`src/rtl/ega_p2r_pkg.sv`:
```
// ----------------------------------------------------------------------------
// ega_p2r_pkg
// Shared constants and color tables for the EGA planar to ARGB expander.
// ----------------------------------------------------------------------------
package ega_p2r_pkg;

  // group geometry
  localparam int unsigned PIXELS_PER_GROUP = 8;
  localparam int unsigned PIX_CNT_W        = $clog2(PIXELS_PER_GROUP);
  localparam logic [PIX_CNT_W-1:0] LAST_PIXEL = PIX_CNT_W'(PIXELS_PER_GROUP - 1);

  // field widths
  localparam int unsigned PLANE_W = 8;
  localparam int unsigned INDEX_W = 4;
  localparam int unsigned BG_W    = 8;
  localparam int unsigned ARGB_W  = 32;
  localparam int unsigned PAL_W   = 6;

  // color word for a background pixel
  localparam logic [ARGB_W-1:0] ARGB_TRANSPARENT = '0;

  // default attribute map: color index to palette entry
  localparam logic [PAL_W-1:0] ATTR_MAP16 [16] = '{
    6'd0,  6'd1,  6'd2,  6'd3,  6'd4,  6'd5,  6'd20, 6'd7,
    6'd56, 6'd57, 6'd58, 6'd59, 6'd60, 6'd61, 6'd62, 6'd63
  };

  // 64-entry EGA palette, opaque ARGB
  localparam logic [ARGB_W-1:0] EGA_RGB64 [64] = '{
    32'hFF000000, 32'hFFAA0000, 32'hFF00AA00, 32'hFFAAAA00,
    32'hFF0000AA, 32'hFFAA00AA, 32'hFF00AAAA, 32'hFFAAAAAA,
    32'hFF550000, 32'hFFFF0000, 32'hFF55AA00, 32'hFFFFAA00,
    32'hFF5500AA, 32'hFFFF00AA, 32'hFF55AAAA, 32'hFFFFAAAA,
    32'hFF005500, 32'hFFAA5500, 32'hFF00FF00, 32'hFFAAFF00,
    32'hFF0055AA, 32'hFFAA55AA, 32'hFF00FFAA, 32'hFFAAFFAA,
    32'hFF555500, 32'hFFFF5500, 32'hFF55FF00, 32'hFFFFFF00,
    32'hFF5555AA, 32'hFFFF55AA, 32'hFF55FFAA, 32'hFFFFFFAA,
    32'hFF000055, 32'hFFAA0055, 32'hFF00AA55, 32'hFFAAAA55,
    32'hFF0000FF, 32'hFFAA00FF, 32'hFF00AAFF, 32'hFFAAAAFF,
    32'hFF550055, 32'hFFFF0055, 32'hFF55AA55, 32'hFFFFAA55,
    32'hFF5500FF, 32'hFFFF00FF, 32'hFF55AAFF, 32'hFFFFAAFF,
    32'hFF005555, 32'hFFAA5555, 32'hFF00FF55, 32'hFFAAFF55,
    32'hFF0055FF, 32'hFFAA55FF, 32'hFF00FFFF, 32'hFFAAFFFF,
    32'hFF555555, 32'hFFFF5555, 32'hFF55FF55, 32'hFFFFFF55,
    32'hFF5555FF, 32'hFFFF55FF, 32'hFF55FFFF, 32'hFFFFFFFF
  };

  // color index through attribute map and palette
  function automatic logic [ARGB_W-1:0] index_to_argb(input logic [INDEX_W-1:0] idx);
    return EGA_RGB64[ATTR_MAP16[idx]];
  endfunction

endpackage

```
`src/rtl/ega_planar_to_rgba_expander.sv`:
```
// ----------------------------------------------------------------------------
// ega_planar_to_rgba_expander
// Expands one group of four EGA bit-plane bytes into eight ARGB pixels.
// ----------------------------------------------------------------------------
// Usage:
//   Input channel (in_valid/in_ready) carries one transaction per group of
//   eight pixels: four plane bytes plus an end-of-image mark.
//   Output channel (out_valid/out_ready) carries one pixel per transaction,
//   leftmost pixel (bit 7) first; the eighth pixel has out_last_of_group set
//   and, for a group marked end of image, out_image_done too.
//   cfg_wr_en/cfg_wr_data set the background color index (reset 0); write it
//   only while the block is empty. Indexes above 15 never match.
// Timing:
//   The first pixel of a group passes through the group register and then
//   the output register. The group register is drained by a pixel counter,
//   one pixel per cycle while out_ready allows; the next group is taken in
//   the cycle its predecessor's eighth pixel moves to the output register,
//   so groups follow one another with no gaps.
// Reset and stall:
//   Reset empties the group and output registers and clears the background
//   index. While out_ready is low with a pixel on the outputs, the output
//   register and pixel counter hold and in_ready drops once a group is waiting.
// ----------------------------------------------------------------------------
module ega_planar_to_rgba_expander
  import ega_p2r_pkg::*;
(
  input  logic               clk,
  input  logic               rst_n,
  // configuration
  input  logic               cfg_wr_en,
  input  logic [BG_W-1:0]    cfg_wr_data,
  // input channel
  input  logic               in_valid,
  output logic               in_ready,
  input  logic [PLANE_W-1:0] in_plane0_byte,
  input  logic [PLANE_W-1:0] in_plane1_byte,
  input  logic [PLANE_W-1:0] in_plane2_byte,
  input  logic [PLANE_W-1:0] in_plane3_byte,
  input  logic               in_end_of_image,
  // output channel
  output logic               out_valid,
  input  logic               out_ready,
  output logic [ARGB_W-1:0]  out_pixel_argb,
  output logic               out_last_of_group,
  output logic               out_image_done
);

  // registers
  logic [BG_W-1:0]      bg_index_r;
  logic                 grp_valid_r, grp_valid_nxt;
  logic [PLANE_W-1:0]   p0_r, p1_r, p2_r, p3_r;
  logic                 eoi_r;
  logic [PIX_CNT_W-1:0] cnt_r, cnt_nxt;
  logic                 out_valid_r, out_valid_nxt;
  logic [ARGB_W-1:0]    argb_r;
  logic                 last_r;
  logic                 done_r;

  // datapath signals
  logic                 out_adv;
  logic                 pix_issue;
  logic                 in_take;
  logic [PIX_CNT_W-1:0] bit_sel;
  logic [INDEX_W-1:0]   pix_idx;
  logic                 is_bg;
  logic [ARGB_W-1:0]    pix_argb;
  logic                 pix_last;

  // background index register
  always_ff @(posedge clk) begin
    if (!rst_n) begin
      bg_index_r <= '0;
    end else if (cfg_wr_en) begin
      bg_index_r <= cfg_wr_data;
    end
  end

  // handshake control
  assign out_adv   = !out_valid_r || out_ready;
  assign pix_issue = grp_valid_r && out_adv;
  assign pix_last  = (cnt_r == LAST_PIXEL);
  assign in_ready  = !grp_valid_r || (pix_issue && pix_last);
  assign in_take   = in_valid && in_ready;

  always_comb begin
    grp_valid_nxt = grp_valid_r;
    cnt_nxt       = cnt_r;
    if (in_take) begin
      grp_valid_nxt = 1'b1;
      cnt_nxt       = '0;
    end else if (pix_issue) begin
      grp_valid_nxt = !pix_last;
      cnt_nxt       = cnt_r + PIX_CNT_W'(1);
    end
    out_valid_nxt = out_adv ? grp_valid_r : out_valid_r;
  end

  // pixel index from the planes, leftmost bit first
  assign bit_sel  = LAST_PIXEL - cnt_r;
  assign pix_idx  = {p3_r[bit_sel], p2_r[bit_sel], p1_r[bit_sel], p0_r[bit_sel]};
  assign is_bg    = ({{(BG_W-INDEX_W){1'b0}}, pix_idx} == bg_index_r);
  assign pix_argb = is_bg ? ARGB_TRANSPARENT : index_to_argb(pix_idx);

  // control state
  always_ff @(posedge clk) begin
    if (!rst_n) begin
      grp_valid_r <= 1'b0;
      cnt_r       <= '0;
      out_valid_r <= 1'b0;
    end else begin
      grp_valid_r <= grp_valid_nxt;
      cnt_r       <= cnt_nxt;
      out_valid_r <= out_valid_nxt;
    end
  end

  // group payload register
  always_ff @(posedge clk) begin
    if (in_take) begin
      p0_r  <= in_plane0_byte;
      p1_r  <= in_plane1_byte;
      p2_r  <= in_plane2_byte;
      p3_r  <= in_plane3_byte;
      eoi_r <= in_end_of_image;
    end
  end

  // output payload register
  always_ff @(posedge clk) begin
    if (pix_issue) begin
      argb_r <= pix_argb;
      last_r <= pix_last;
      done_r <= pix_last && eoi_r;
    end
  end

  assign out_valid         = out_valid_r;
  assign out_pixel_argb    = argb_r;
  assign out_last_of_group = last_r;
  assign out_image_done    = done_r;

`ifndef SYNTHESIS
  // image done only on the last pixel of a group
  a_done_on_last: assert property (@(posedge clk) disable iff (!rst_n)
    (out_valid_r && done_r) |-> last_r)
    else $error("image_done without last_of_group");

  // an accepted group starts at pixel zero
  a_group_start: assert property (@(posedge clk) disable iff (!rst_n)
    in_take |=> (grp_valid_r && cnt_r == '0))
    else $error("new group not loaded at pixel zero");

  // the eighth pixel issued shows up flagged as last
  a_last_flag: assert property (@(posedge clk) disable iff (!rst_n)
    (pix_issue && pix_last) |=> (out_valid_r && last_r))
    else $error("last pixel of group not flagged");

  // any non-background pixel is fully opaque
  a_opaque: assert property (@(posedge clk) disable iff (!rst_n)
    (out_valid_r && argb_r != ARGB_TRANSPARENT) |-> (argb_r[ARGB_W-1 -: 8] == 8'hFF))
    else $error("visible pixel not opaque");
`endif

endmodule
```
`config.mk`:
```
export PLATFORM = sky130hd
export DESIGN_NAME = ega_planar_to_rgba_expander
export DESIGN_NICKNAME = d
export VERILOG_FILES = /design/src/rtl/ega_p2r_pkg.sv /design/src/rtl/ega_planar_to_rgba_expander.sv
export SDC_FILE = /design/constraint.sdc
export NUM_CORES = 1
export LEC_CHECK = 0
export ABC_AREA = 0
export BUFFER_PORTS_ARGS = -buffer_cell sky130_fd_sc_hd__buf_2
export CAP_MARGIN = 20
export CORE_MARGIN = 1
export CORE_UTILIZATION = 53
export CTS_BUF_LIST = sky130_fd_sc_hd__clkbuf_16
export DETAILED_ROUTE_END_ITERATION = 12
export PLACE_DENSITY = 0.88
export RECOVER_POWER = 100
export SLEW_MARGIN = 40
export SYNTH_ARGS = -nofsm -noshare
export SYNTH_HDL_FRONTEND = slang
export SYNTH_SLANG_ARGS = --single-unit
```
`constraint.sdc`:
```
create_clock -name clk -period 4.1 [get_ports clk]
set_input_delay 0.205 -clock clk [delete_from_list [all_inputs] [get_ports clk]]
set_output_delay 0.205 -clock clk [all_outputs]
set_load 0.01 [all_outputs]
```
[Word level (Yosys, flattened, before mapping)]
Memory sizes are Yosys's and may differ from the RTL's. A register that Yosys moved wholly into a read port is not among the register bits.
Cells that the tools add are included.
Storage, ports and cells
  flip-flop bits (word level): 48
  memory bits (read-only): 2144
  logic and storage cells: 45
  memories kept: 2
Memory list
  (name not given): words 64, width 32, read ports 1, clocked after Yosys merged registers in 1, wr ports 0, RTL line ega_p2r_pkg.sv:50  | return EGA_RGB64[ATTR_MAP16[idx]];
  (name not given): words 16, width 6, read ports 1, clocked after Yosys merged registers in 0, wr ports 0, RTL line ega_p2r_pkg.sv:50
Cells by class
  $add $sub $neg: 2
  magnitude comparators: 2
  eq/ne operators: 2
  muxes and demuxes: 12
  bitwise gates (word level): 3
  reductions and logical operators: 11
Operator list (count)
  binary-select mux 1 bit (select 3 bit): 4
  two-way mux 6 bit: 2
  == test 4 x 8 -> 1 bit: 1
  inverter 6 -> 7 bit: 1
  two-way mux 1 bit: 6
  greater-or-equal comparator 5 bit (second input constant): 1
  inverter 4 -> 5 bit: 1
  logical AND 1 bit: 4
  less-than comparator 3 x 4 -> 1 bit (second input constant): 1
  adder 3 x 1 -> 3 bit (second input constant): 1
  == test 3 bit (second input constant): 1
  logical NOT 1 bit: 3
  subtractor 3 bit (first input constant): 1
  logical OR 1 bit: 2
  nonzero test 2 bit: 1
  OR reduction 2 bit: 1
  inverter 1 bit: 1

[Longest topological paths before layout]
  depth in word-level cells: 8
  gate-level depth with buffers: 7

[Least setup slack after synthesis]
Ideal clock, no wire load.
  path type: flip-flop to flip-flop
  start: register cnt_r[0]
  end: register cnt_r[0]
  data arrival time: 2.223 ns
  data required time: 3.985 ns
  setup slack: 1.762 ns
  cell stages (with the launch flop): 8
  clock period less this slack: 2.338 ns
  path through: dfxtp_1 -> ha_1 -> ha_1 -> inv_1 -> o21ai_0 -> and2_1 -> nand2b_1 -> nor2_1
Between the ends
  word-level cells in the longest chain between the ends: 5
Ends and longest elaborated chain
  start, declared: RTL line ega_planar_to_rgba_expander.sv:53  | logic [PIX_CNT_W-1:0] cnt_r, cnt_nxt;
  start signal, assigned: RTL line ega_planar_to_rgba_expander.sv:112  | cnt_r <= cnt_nxt;
  == test 3 bit: RTL line ega_planar_to_rgba_expander.sv:81  | assign pix_last = (cnt_r == LAST_PIXEL);
  named net pix_last: RTL line ega_planar_to_rgba_expander.sv:67  | logic pix_last;
  logical AND 1 bit: RTL line ega_planar_to_rgba_expander.sv:82  | assign in_ready = !grp_valid_r || (pix_issue && pix_last);
  logical OR 1 bit: RTL line ega_planar_to_rgba_expander.sv:82
  named net in_ready: RTL line ega_planar_to_rgba_expander.sv:34  | output logic in_ready,
  logical AND 1 bit: RTL line ega_planar_to_rgba_expander.sv:83  | assign in_take = in_valid && in_ready;
  named net in_take: RTL line ega_planar_to_rgba_expander.sv:62  | logic in_take;
  OR reduction 2 bit (no source line)
The timed path passes the listed nets, and every way through them passes these cells.
A chain may end at the register's enable or synchronous reset.

[Worst setup path in the final report]
  start: register cnt_r[0]
  end: register argb_r[7], in the netlist out_pixel_argb[7] (data pin)
Between the ends
  word-level cells in the longest chain between the ends: 8
Ends and longest elaborated chain
  subtractor 3 bit *: RTL line ega_planar_to_rgba_expander.sv:99  | assign bit_sel = LAST_PIXEL - cnt_r;
  binary-select mux 1 bit (select 3 bit): RTL line ega_planar_to_rgba_expander.sv:100  | assign pix_idx = {p3_r[bit_sel], p2_r[bit_sel], p1_r[bit_sel], p0_r[bit_sel]};
  two-way mux 1 bit (not written as such): RTL line ega_planar_to_rgba_expander.sv:100
  inverter 4 -> 5 bit (not written as such): RTL line ega_p2r_pkg.sv:50
  memory read (16 x 6 bit)
  two-way mux 6 bit (not written as such) (2 in series): RTL line ega_p2r_pkg.sv:50
  inverter 6 -> 7 bit (not written as such): RTL line ega_p2r_pkg.sv:50
  end, declared: RTL line ega_planar_to_rgba_expander.sv:55  | logic [ARGB_W-1:0] argb_r;
Mark *: on every way between the ends. The rest lies on a longest branch, timed or not. The select of a mux whose other input is x is not followed.

==> impl_metrics.toml <==
[timing]
final-setup-viol-count = 0
tns_ps = 0
final_count_of_pins_violating_max_slew = 0
timing.final.crit_period_ps = 2570
slew_headroom_pct = 62.6
hold-worst-slack_ps = 87.2
finalClockSkew_ps = 4.24
fmaxAchievable_mhz = 388
timing_hold_violations_final = 0
worst_slew_pin_slew_ps = 560
final.period_utilization_pct = 62.8
rsz_0062_raised_after_global_routing = "no"
layout_setup_ws_ps = 1530

[floorplan]
floorplan.core_area_um2 = 4140
ioPinCount = 82
die_height_um = 69.0
floorplan.die.width_um = 69.0
design.die.area_um2 = 4760
num_rows = 23
start_util_pct = 57.4

[global_routing]
grt_usage_pct = 16.9
globalRoute.totalOverflow = 0
antenna_found_initial = 0
grt_pass1_wl_um = 5440
grt_start_max_net_pins = 35
grt_pass1_vias = 1204

[critical_path]
timing.reg2reg.setup_slack_ps = 1530
crit_path_end_kind = "flop"
setup.worst_path.start_class = "flop"
worst_r2r_path_depth = 5
setup.worst_path.class = "reg -> reg"
crit-reg2reg-launch = "cnt_r[0]$_SDFFE_PP0N_"
required_time_at_the_endpoint_of_the_critical_path_ps = 4120
regToRegEndpoint = "out_pixel_argb[7]$_SDFFCE_PN0N_"
crit_fanout = 11
timing.critical_path.arrival_ps = 2600

[placement]
pre_cts_ws_ps = 1630
io_buffer_count = 81
globalplace.congestion = 0.791
dp.final_hpwl_um = 2750
dp_cells = 259

[clock_network]
tritoncts.num_buffers = 5
clock-root-buffer = "clkbuf_16"
cts_max_level = 2
cts_num_sinks = 54
cts_tree = "done"
cts-resized-gates = 0
clock_pin_slew_on_the_worst_setup_and_hold_paths_ps = 70
clockBufferDepth = 2
post-cts-setup-buffer-count = 0
cts_hold_buffers = 0
clock_insertion_delay_worst_skew_ps = 290

[logic_synthesis]
synth.net_count = 206
ys_seq_elements = 54
ys_top_cells_by_area = "edfxtp_1 (52%), dfxtp_1 (11%), buf_4 (8.2%)"
postSynthAreaPerCell_um2 = 15.0
synthesis.yosys.warnings = 0
count_of_mapped_cells_out_of_synthesis = 158
yosys.area.top_type = "edfxtp_1"
synth_top_area_share_pct = 51.8
ys_types = 36
fraction_of_the_yosys_area_taken_by_sequential_cells_pct = 62.7
netlist_area_um2 = 2380

[finish]
antenna_cells = 0
fin_nets = 264
drive_above_1_share_pct = 28.1
area.sequential_um2 = 1490
multiInputGateArea_um2 = 629
finalNonFillerCells = 267
area_delta_synth_final_pct = 14.1
layout.filler_cells = 335

[min_path]
worstHoldEndpoint = "p0_r[2]$_DFFE_PP_"
worst_hold_startpoint = "in_plane0_byte[2]"
whs_path_depth = 1
holdCritPathClass = "in -> reg"

[power_and_ir_drop]
finalPower_w = 0.00116
p_leak_nw = 1.03
pwr_density_cell_nw_per_um2 = 429
irDropWorstVdd_mv = 0.311

[detailed_routing]
initialDrtViolationCount = 67
detailedRoute.firstPassIterationCount = 4
totalWireLength_um = 3710
postRouteAntennaNets = 0
dr_total_vias = 1367
routed_via_density = 5.12
drc = 0
wl_per_cell_um = 13.9

[run_status]
status = "finished, final reports clean"

[run]
max_cap_viol_count = 0
[logic make-up after synthesis]
kind of cell | synth area share, %
flip-flops | 62.7
AO/OA/AOI/OAI | 4.63
adder cells (fa/ha/maj) | 1.05
multiplexers | 13.0
buffers and inverters | 10.3
AND/OR/NAND/NOR | 6.47
XOR/XNOR | 1.79
[per-layer routing]
metal  up-vias  global-route usage [%]  part of all wire (%)
li1        663                       -                     -
met2        79                    29.5                    51
met3         8                    5.43                   8.6
met5         -                       0                     0
met1       617                    18.1                    38
met4         0                    8.93                   2.3
[cells in the mapped netlist]
cell,count
a2bb2oi_1,1
and2_1,2
nor2b_1,9
a21oi_1,6
inv_1,4
buf_2,1
nand2b_1,2
buf_6,2
a31o_2,1
mux2i_1,14
o31ai_1,1
nor2_1,2
clkbuf_1,2
nand3b_1,1
ha_1,2
edfxtp_1,41
a21boi_0,1
xnor2_1,1
mux4_1,2
xor2_1,2
nand2_1,5
mux2_2,1
nand4_1,1
o21ai_0,1
and2b_1,1
mux2_4,1
o21a_1,1
a2111oi_4,1
nor3b_1,1
nand3_1,2
or4_1,1
mux4_2,4
a22oi_1,1
xor2_2,1
buf_4,26
dfxtp_1,13
[final cells by class]
cell class              count  share of cell area [%]
repair buffers             82                    13.6
flip-flops and latches     54                    55.0
multi-input cells          69                    23.2
clock buffers               5                    4.61
well taps                  50                    2.31
clock inverters             3                   0.784
inverters                   4                   0.554
[flip-flops by register name (all words and copies together) (netlist names)]
register	flops
grp_valid_r	1
p1_r	8
cnt_r	3
p3_r	8
p0_r	8
out_pixel_argb	6
eoi_r	1
p2_r	8
out_valid	1
out_image_done	1
bg_index_r	8
out_last_of_group	1
[critical path, stage by stage (launching register included)]
cell	delay, ps
dfxtp_1	620
mux4_2	560
mux2_1	370
xor2_1	190
a2111oi_4	430
a21oi_1	140
[worst max path at each step]
stage                               start                          endpoint  slack [ps]
floorplan           cnt_r[0]$_SDFFE_PP0N_             cnt_r[0]$_SDFFE_PP0N_        1760
global placement    cnt_r[0]$_SDFFE_PP0N_   out_pixel_argb[7]$_SDFFCE_PN0N_        1730
detailed placement  cnt_r[0]$_SDFFE_PP0N_   out_pixel_argb[7]$_SDFFCE_PN0N_        1630
CTS                 cnt_r[0]$_SDFFE_PP0N_   out_pixel_argb[7]$_SDFFCE_PN0N_        1620
global route        cnt_r[0]$_SDFFE_PP0N_  out_pixel_argb[22]$_SDFFCE_PN0N_        1390
finish              cnt_r[0]$_SDFFE_PP0N_   out_pixel_argb[7]$_SDFFCE_PN0N_        1530
[per-stage QoR]
step	cell area [um2]	utilization, %
after detailed placement	2620	63.3
after global placement	2620	63.3
after CTS	2770	66.8
final	2710	65.5
after floorplan	2380	-
after global routing	2710	65.5
[power breakdown]
group | switching [W] | leakage [nW] | internal [W] | total [W]
Combinational | 0.0000634 | 0.461 | 0.0000537 | 0.000117
Clock | 0.000180 | 0.0698 | 0.000226 | 0.000405
Sequential | 0.0000172 | 0.495 | 0.000625 | 0.000642
Total | 0.000260 | 1.03 | 0.000904 | 0.00116
[cell usage in the layout (no fill, tap or decap), types with 2 or more instances in the layout]
master,Yosys,final
nor2b_1,9,9
nor2_1,2,2
a21oi_1,6,6
mux2i_1,14,14
ha_1,2,2
edfxtp_1,41,41
clkbuf_1,2,36
clkbuf_16,0,5
nand3_1,2,2
nand2_1,5,5
mux4_1,2,2
mux4_2,4,4
dfxtp_1,13,13
buf_2,1,45
inv_1,4,4
nand2b_1,2,2
xor2_1,2,3
Note: power is estimated with default switching activity, not from simulation.
